--- src/rtl/core/ekd_pkg.sv ---
// Package: types, constants and helpers for the exponential kernel damping block.
`timescale 1ns / 1ps
package ekd_pkg;

  typedef enum logic [2:0] {
    KIND_LOAD   = 3'd0,
    KIND_INIT   = 3'd1,
    KIND_TRIAL  = 3'd2,
    KIND_COMMIT = 3'd3,
    KIND_RESET  = 3'd4,
    KIND_CLEAR  = 3'd5
  } kind_e;

  localparam logic CFG_INITIAL_STEP   = 1'b0;
  localparam logic CFG_ACTIVE_KERNELS = 1'b1;

  typedef struct packed {
    logic [2:0]         kind;
    logic [1:0]         kernel_index;
    logic signed [31:0] gain_real;
    logic signed [31:0] gain_imag;
    logic signed [31:0] pole_real;
    logic signed [31:0] pole_imag;
    logic signed [31:0] strain_rate;
    logic [30:0]        time_step;
  } in_item_t;

  typedef struct packed {
    logic signed [31:0] stress;
    logic signed [31:0] damping_tangent;
  } out_item_t;

  // Controller states
  typedef enum logic [3:0] {
    ST_IDLE,
    ST_DEN,
    ST_NUM,
    ST_DIV_SETUP,
    ST_DIV_RUN,
    ST_DIV_STORE,
    ST_SUM,
    ST_FINISH,
    ST_COMMIT_A,
    ST_COMMIT_B,
    ST_SIMPLE,
    ST_OUT
  } state_e;

  // Datapath operations issued by the controller
  typedef enum logic [3:0] {
    OP_NONE,
    OP_LOAD,
    OP_START,
    OP_DEN,
    OP_NUM,
    OP_DIV_SETUP,
    OP_DIV_STEP,
    OP_DIV_STORE,
    OP_SUM,
    OP_FINISH,
    OP_COMMIT_A,
    OP_COMMIT_B,
    OP_SIMPLE
  } op_e;

  typedef struct packed {
    op_e        op;
    logic [3:0] kidx;
    logic [1:0] part;
  } dp_cmd_t;

  typedef struct packed {
    logic unchanged;
    logic div_done;
  } dp_sts_t;

  function automatic logic signed [31:0] sat32(input logic signed [65:0] v);
    if (v > 66'sd2147483647) return 32'sh7FFFFFFF;
    if (v < -66'sd2147483648) return 32'sh80000000;
    return v[31:0];
  endfunction

endpackage

--- src/rtl/core/ekd_ctrl.sv ---
// Controller: sequences kernel walks, divisions and commits.
`timescale 1ns / 1ps
module ekd_ctrl #(
  parameter int NUM_KERNELS = 4
) (
  input  logic             clk_i,
  input  logic             rst_ni,
  input  logic             in_valid_i,
  output logic             in_stall_o,
  input  logic [2:0]       kind_i,
  output logic             out_valid_o,
  input  logic             out_stall_i,
  input  ekd_pkg::dp_sts_t sts_i,
  output ekd_pkg::dp_cmd_t cmd_o
);
  import ekd_pkg::*;

  localparam int KW = (NUM_KERNELS > 1) ? $clog2(NUM_KERNELS) : 1;

  state_e     state_q, state_d;
  logic [2:0] kind_q, kind_d;
  logic [KW-1:0] k_q, k_d;
  logic [1:0] part_q, part_d;
  logic       val_q, val_d;

  // State register
  always_ff @(posedge clk_i or negedge rst_ni) begin
    if (!rst_ni) begin
      state_q <= ST_IDLE;
      kind_q  <= '0;
      k_q     <= '0;
      part_q  <= '0;
      val_q   <= 1'b0;
    end else begin
      state_q <= state_d;
      kind_q  <= kind_d;
      k_q     <= k_d;
      part_q  <= part_d;
      val_q   <= val_d;
    end
  end

  logic last_k;
  assign last_k = (32'(k_q) == NUM_KERNELS - 1);

  // Next state and commands
  always_comb begin
    state_d = state_q;
    kind_d  = kind_q;
    k_d     = k_q;
    part_d  = part_q;
    val_d   = val_q;
    cmd_o.op   = OP_NONE;
    cmd_o.kidx = 4'(k_q);
    cmd_o.part = part_q;
    in_stall_o = 1'b1;
    if (val_q && !out_stall_i) val_d = 1'b0;
    unique case (state_q)
      ST_IDLE: begin
        in_stall_o = val_q;
        if (in_valid_i && !val_q) begin
          kind_d = kind_i;
          k_d    = '0;
          part_d = '0;
          cmd_o.op = OP_START;
          unique case (kind_i)
            KIND_LOAD: begin
              cmd_o.op = OP_LOAD;
              state_d  = ST_OUT;
            end
            KIND_INIT, KIND_TRIAL: state_d = ST_DEN;
            KIND_COMMIT: state_d = ST_COMMIT_A;
            default: state_d = ST_SIMPLE;
          endcase
        end
      end
      ST_DEN: begin
        if (kind_q == KIND_TRIAL && sts_i.unchanged) begin
          state_d = ST_OUT;
        end else begin
          cmd_o.op = OP_DEN;
          state_d  = ST_NUM;
        end
      end
      ST_NUM: begin
        cmd_o.op = OP_NUM;
        part_d   = '0;
        state_d  = ST_DIV_SETUP;
      end
      ST_DIV_SETUP: begin
        cmd_o.op = OP_DIV_SETUP;
        state_d  = ST_DIV_RUN;
      end
      ST_DIV_RUN: begin
        cmd_o.op = OP_DIV_STEP;
        if (sts_i.div_done) state_d = ST_DIV_STORE;
      end
      ST_DIV_STORE: begin
        cmd_o.op = OP_DIV_STORE;
        // parts: 0 gain re, 1 gain im, 2 decay re, 3 decay im
        if ((kind_q == KIND_INIT && part_q == 2'd0) || part_q == 2'd3) begin
          part_d = '0;
          if (last_k) begin
            k_d     = '0;
            state_d = ST_SUM;
          end else begin
            k_d     = k_q + 1'b1;
            state_d = ST_DEN;
          end
        end else begin
          part_d  = part_q + 2'd1;
          state_d = ST_DIV_SETUP;
        end
      end
      ST_SUM: begin
        cmd_o.op = OP_SUM;
        if (last_k) state_d = ST_FINISH;
        else k_d = k_q + 1'b1;
      end
      ST_FINISH: begin
        cmd_o.op = OP_FINISH;
        state_d  = ST_OUT;
      end
      ST_COMMIT_A: begin
        cmd_o.op = OP_COMMIT_A;
        state_d  = ST_COMMIT_B;
      end
      ST_COMMIT_B: begin
        cmd_o.op = OP_COMMIT_B;
        if (last_k) begin
          k_d     = '0;
          state_d = ST_SIMPLE;
        end else begin
          k_d     = k_q + 1'b1;
          state_d = ST_COMMIT_A;
        end
      end
      ST_SIMPLE: begin
        cmd_o.op = OP_SIMPLE;
        state_d  = ST_OUT;
      end
      ST_OUT: begin
        if (!val_d) begin
          val_d   = 1'b1;
          state_d = ST_IDLE;
        end
      end
      default: state_d = ST_IDLE;
    endcase
  end

  assign out_valid_o = val_q;

  property p_out_hold;
    @(posedge clk_i) disable iff (!rst_ni) val_q && out_stall_i |=> val_q;
  endproperty
  a_out_hold: assert property (p_out_hold) else $error("result dropped");

  property p_busy_stall;
    @(posedge clk_i) disable iff (!rst_ni) state_q != ST_IDLE |-> in_stall_o;
  endproperty
  a_busy_stall: assert property (p_busy_stall) else $error("accept while busy");

  property p_one_result;
    @(posedge clk_i) disable iff (!rst_ni) state_q == ST_OUT && !val_q |=> val_q;
  endproperty
  a_one_result: assert property (p_one_result) else $error("result not issued");

endmodule

--- config.mk ---
export PLATFORM = sky130hd
export DESIGN_NAME = ekd_ctrl
export DESIGN_NICKNAME = d
export VERILOG_FILES = /design/src/rtl/core/ekd_pkg.sv /design/src/rtl/core/ekd_ctrl.sv
export SDC_FILE = /design/constraint.sdc
export NUM_CORES = 1
export LEC_CHECK = 0
export ABC_AREA = 1
export BUFFER_PORTS_ARGS = -buffer_cell sky130_fd_sc_hd__buf_2
export CAP_MARGIN = 15
export CORE_MARGIN = 10
export CORE_UTILIZATION = 40
export CTS_CLUSTER_SIZE = 24
export DETAILED_ROUTE_END_ITERATION = 10
export GPL_TIMING_DRIVEN = 0
export RECOVER_POWER = 50
export SYNTH_ARGS = -nofsm -noshare
export SYNTH_HDL_FRONTEND = slang
export SYNTH_SLANG_ARGS = --single-unit
--- constraint.sdc ---
create_clock -name clk_i -period 1.62 [get_ports clk_i]
set_input_delay 0.162 -clock clk_i [delete_from_list [all_inputs] [get_ports clk_i]]
set_output_delay 0.162 -clock clk_i [all_outputs]
set_load 0.1 [all_outputs]
==> flow_summary.toml, run 1 <==
[status]
status = "finished with violations"
violations = "setup timing"

[grt]
antenna_found_initial = 0
grt_usage_pct = 13.25
grt_pass1_wl_mm = 4.878
grt_pass1_vias = 1154
overflow = 0
grt_max_degree = 13

[synthesis]
async_reset_ff_share_pct = 100.0
synth_edf_count = 0
synth_top_family_by_area = "simple AND/OR/NAND/NOR gates"
seq_area_frac_synth_pct = 31.70
synthCells = 154
syn_area_um2 = 947.2
avgSynthCellArea_um2 = 6.150
synth-simple-area-share_pct = 43.99
yosysTopAreaCell = "dfrtp_1"
synth.top_cell.area_share_pct = 31.70
synth_ff_type = "dfrtp_1"
synth_area_leaders = "dfrtp_1 32%, nand2_1 24%, inv_1 7.9%, nor2_1 7.1%, ha_1 4.0%"
yosysWarnings = 0
synth-compound-area-share_pct = 9.643
yosys-top-cells-count = "61 x nand2_1, 20 x inv_1, 18 x nor2_1, 12 x dfrtp_1"
synth-adder-area-share_pct = 3.963
ys_types = 21
synth-seq-cells = 12
synth-xor-area-share_pct = 0
synth.mux.area_fraction_pct = 0
synth.most_common_cell = "nand2_1"

[timing]
whs_ns = 0.1353
fin_skew_ns = 0.002381
finalHoldViolations = 0
fin_crit_sh_pct = 108.9
max-slew-margin-rel_pct = 54.21
setup_viol = 4
drv_slew = 0
period_minus_slack_ns = 1.764
rsz0062_at_grt = "true"
worst-slew-pin-transition_ns = 0.6868
layout_setup_ws_ns = -0.1441
fmax_mhz = 566.9

[routing]
drc_errors = 0
wl_per_cell_um = 13.14
wirelength_mm = 3.010
drtIter0Drc = 74
drt_pass1_iterations = 4
viasPerCell = 4.956
ant_nets = 0
vias = 1135

[worst_hold_path]
min_path_type = "in -> reg"
hold_end = "kind_q[1]"
holdCritStartpoint = "kind_i[1]"
hold_depth = 3

[critical_path]
worstSetupPathType = "reg -> out"
r2r_end = "k_q[1]"
cp.required_ns = 1.46
r2r_cells = 10
regToRegStartpoint = "state_q[2]"
r2r_setup_slack_ns = 0.15
crit_fanout = 4
cp-start-kind = "flip-flop"
worstSetupEndpointType = "output port"
crit_arrival_ns = 1.60

[die]
io_pins = 21
die_width_um = 68.66
initial_core_util_pct = 42.41
die_y_um = 68.66
die-area_um2 = 4714
row_count = 17
fp.coreArea_um2 = 2233

[final_layout]
post-route-util_pct = 69.86
area_growth_pct = 64.73
fin_nets = 214
fill_cells = 200
num_antenna_cells = 0
drive_gt1_share_pct = 46.77

[clock_tree]
h-tree-depth = 1
clock_path_buffers = 2
clk_pin_slew_ns = 0.07
clock_sinks = 12
cts_tree = "built"
clock_latency_ns = 0.27
cts_buffers = 3
ctsRootBufferMaster = "clkbuf_4"

[placement]
portBuffers = 18
dpl_worst_slack_ns = -0.3246
gp_congestion = 0.9113
dpl.hpwl_mm = 2.074

[run]
maxCapViolCount = 0
## through the flow
stage | setup TNS, ns | instances | area (µm²)
4_1_cts | -0.2729 | 223 | 1461
2_1_floorplan | -0.1396 | 155 | 996.0
3_3_place_gp | -0.5316 | 201 | 1121
6_report | -0.3491 | 229 | 1560
5_1_grt | -0.6677 | 229 | 1560
3_5_place_dp | -0.6759 | 201 | 1121
## sequential cells by signal, summed over array words and instances (netlist names)
signal,flops
state_q,4
kind_q,3
k_q,2
out_valid_o,1
part_q,2
## cells by family after synthesis
kind of cell	count (synthesis)
buffers and inverters	24
other	1
AO/OA/AOI/OAI	15
adder cells (fa/ha/maj)	3
AND/OR/NAND/NOR	99
flip-flops	12
## worst max-delay path, stage by stage, from the launching register on
cell and delay [ns]:
dfrtp_2 0.44, nor2_4 0.18, nand2_4 0.08, nor2_4 0.16, inv_2 0.07, o221ai_4 0.19, buf_12 0.20
## final cells by class
type,count,area [µm²],share of cell area (%)
inverter,22,90.09,5.774
clock buffer,4,26.28,1.684
timing repair buffer,42,365.4,23.42
buffer,2,15.01,0.9623
tap,28,35.03,2.245
sequential,12,314.1,20.13
multi-input combinational,119,714.4,45.79
## how the worst max path moves through the flow
stage                startpoint  endpoint  slack, ns  cells past startpoint
floorplan           out_valid_o  cmd_o[6]      -0.13                      5
global placement     state_q[2]  cmd_o[6]      -0.27                      6
detailed placement   state_q[2]  cmd_o[6]      -0.32                      6
CTS                  state_q[3]  cmd_o[6]      -0.15                      6
global route         state_q[3]  cmd_o[6]      -0.20                      6
finish               state_q[2]  cmd_o[6]      -0.14                      6
## cell usage in the layout, fill, tap and decap left out, types with 2 or more instances in the layout
master	count
a21oi_2	2
buf_12	5
buf_2	11
buf_4	20
buf_6	5
clkbuf_1	2
clkbuf_4	3
conb_1	2
dfrtp_1	3
dfrtp_2	8
ha_1	3
inv_1	14
inv_2	6
nand2_1	51
nand2_2	8
nand2_4	5
nand3_1	5
nand3_2	2
nand4_1	3
nor2_1	12
nor2_2	3
nor2_4	9
o21ai_0	6
## what timing repair did
action / 4_1_cts / 5_1_grt
gates resized for setup: 52 / 16
setup buffers: 17 / 6
endpoints found under the setup margin: 5 / 7
pin swaps: 9 / 5
endpoints found under the hold margin: 12 / 0
hold buffers: 1 / 0
## per-layer routing
metal	GRT usage (%)	routed length, µm
met1	14.51	1254
met2	23.96	1536
met3	2.415	135
met4	6.281	84
met5	0	0
Power of run 1 is not shown: default switching activity piles up to over one toggle a cycle in this logic, so the estimate is an artifact.
==> run 2: changes to the inputs <==
==> constraint.sdc (replaced) <==
create_clock -name clk_i -period 1.62 [get_ports clk_i]
set_input_delay 0.243 -clock clk_i [delete_from_list [all_inputs] [get_ports clk_i]]
set_output_delay 0.243 -clock clk_i [all_outputs]
set_load 0.1 [all_outputs]
==> flow_summary.toml, run 2 (same netlist as run 1, synthesis figures left out) <==
[routing]
wirelength_mm = 3.166
drc_errors = 0
viasPerCell = 5.048
ant_nets = 0
drt_pass1_iterations = 4
wl_per_cell_um = 13.83
drtIter0Drc = 73
vias = 1156

[grt]
antenna_found_initial = 0
grt_max_degree = 13
grt_pass1_wl_mm = 5.043
overflow = 0
grt_pass1_vias = 1155
grt_usage_pct = 13.80

[placement]
portBuffers = 18
gp_congestion = 0.9138
dpl.hpwl_mm = 2.035
place_inst = 201

[timing]
fin_crit_sh_pct = 111.1
finalHoldViolations = 0
layout_setup_ws_ns = -0.1796
max-slew-margin-rel_pct = 54.83
worst-slew-pin-transition_ns = 0.6775
fmax_mhz = 555.7
rsz0062_at_grt = "true"
final.setup.tns_ns = -0.7012
setup_viol = 5
drv_slew = 0
fin_skew_ns = 0.003508
period_minus_slack_ns = 1.800

[clock_tree]
cts_tree = "built"
clock_sinks = 12
ctsRootBufferMaster = "clkbuf_4"
clock_latency_ns = 0.27
cts_buffers = 3
clk_pin_slew_ns = 0.08
clock_path_buffers = 2
h-tree-depth = 1

[final_layout]
drive_gt1_share_pct = 44.78
fin_cells = 229
multiInputGateArea_um2 = 690.7
layout_commonest_cell = "nand2_1"
fill_cells = 194
ff_latch_area_um2 = 314.1
reg_top3 = "state_q (4), kind_q (3)"
fin_nets = 214
area_growth_pct = 61.43
final_cell_mix = "53 x nand2_1, 22 x buf_4, 15 x inv_1"
num_antenna_cells = 0
regMostFlops = "state_q"
largest_reg_flops = 4

[status]
status = "finished with violations"
violations = "setup timing"

[critical_path]
crit_arrival_ns = 1.56
cp-start-kind = "flip-flop"
cp.required_ns = 1.38
r2r_cells = 12
crit_fanout = 6
worstSetupEndpointType = "output port"
worstSetupPathType = "reg -> out"

[die]
row_count = 17
die_width_um = 68.66
die-area_um2 = 4714
initial_core_util_pct = 42.41
die_y_um = 68.66
fp.coreArea_um2 = 2233
io_pins = 21

[run]
maxCapViolCount = 0

[worst_hold_path]
min_path_type = "in -> reg"
hold_depth = 2
run 2: routing by layer:
| metal | track usage, % | vias to the layer above | part of all wire (%) |
|---|---|---|---|
| met1 | 15.63 | 533 | 40 |
| li1 | - | 576 | - |
| met4 | 4.774 | 0 | 1.5 |
| met2 | 25.46 | 38 | 54 |
| met3 | 2.093 | 9 | 4.6 |
| met5 | 0 | - | 0 |
run 2: final cells by class:
class	count	area share (%)
Timing Repair Buffer	42	23.40
Sequential cell	12	20.54
Tap cell	28	2.291
Inverter	22	5.892
Clock buffer	4	1.718
Multi-Input combinational cell	119	45.17
Buffer	2	0.9820
run 2: path summary, 6_finish.rpt:
kind / to / slack, ns / startpoint
worst min register to register: k_q[1] / 0.51 / k_q[1]
worst max-delay path: cmd_o[9] / -0.18 / state_q[1]
max in group asynchronous: out_valid_o / 0.61 / rst_ni
worst min-delay path: out_valid_o / 0.24 / out_stall_i
worst max register to register: k_q[0] / 0.06 / state_q[0]
min in group asynchronous: k_q[0] / 0.52 / rst_ni
run 2: metrics by stage:
step / utilization [%] / worst slack (ns) / hold WS [ns] / cell area [µm²]
5_1_grt: 68.46 / -0.2402 / 0.2493 / 1529
3_3_place_gp: 50.42 / -0.3582 / 0.1385 / 1126
4_1_cts: 64.82 / -0.1705 / 0.2133 / 1448
6_report: 68.46 / -0.1796 / 0.2366 / 1529
2_1_floorplan: - / -0.2154 / -0.05259 / 1001
3_5_place_dp: 50.42 / -0.3750 / 0.1426 / 1126
run 2: what timing repair did:
action | in CTS | in global routing
buffers inserted | 18 | 6
pin swaps | 9 | 5
endpoints found under the setup margin | 5 | 10
cloned | 0 | 0
hold buffers | 1 | 0
gates resized for setup | 48 | 10
endpoints found under the hold margin | 12 | 0
run 2: critical path, stage by stage (launching register included):
cell,delay (ns)
dfrtp_2,0.49
nand2_1,0.11
inv_2,0.08
nand2_2,0.11
nand3_2,0.11
a21oi_2,0.14
nand2_2,0.08
buf_12,0.17
Power of run 2 is left out for the same reason.
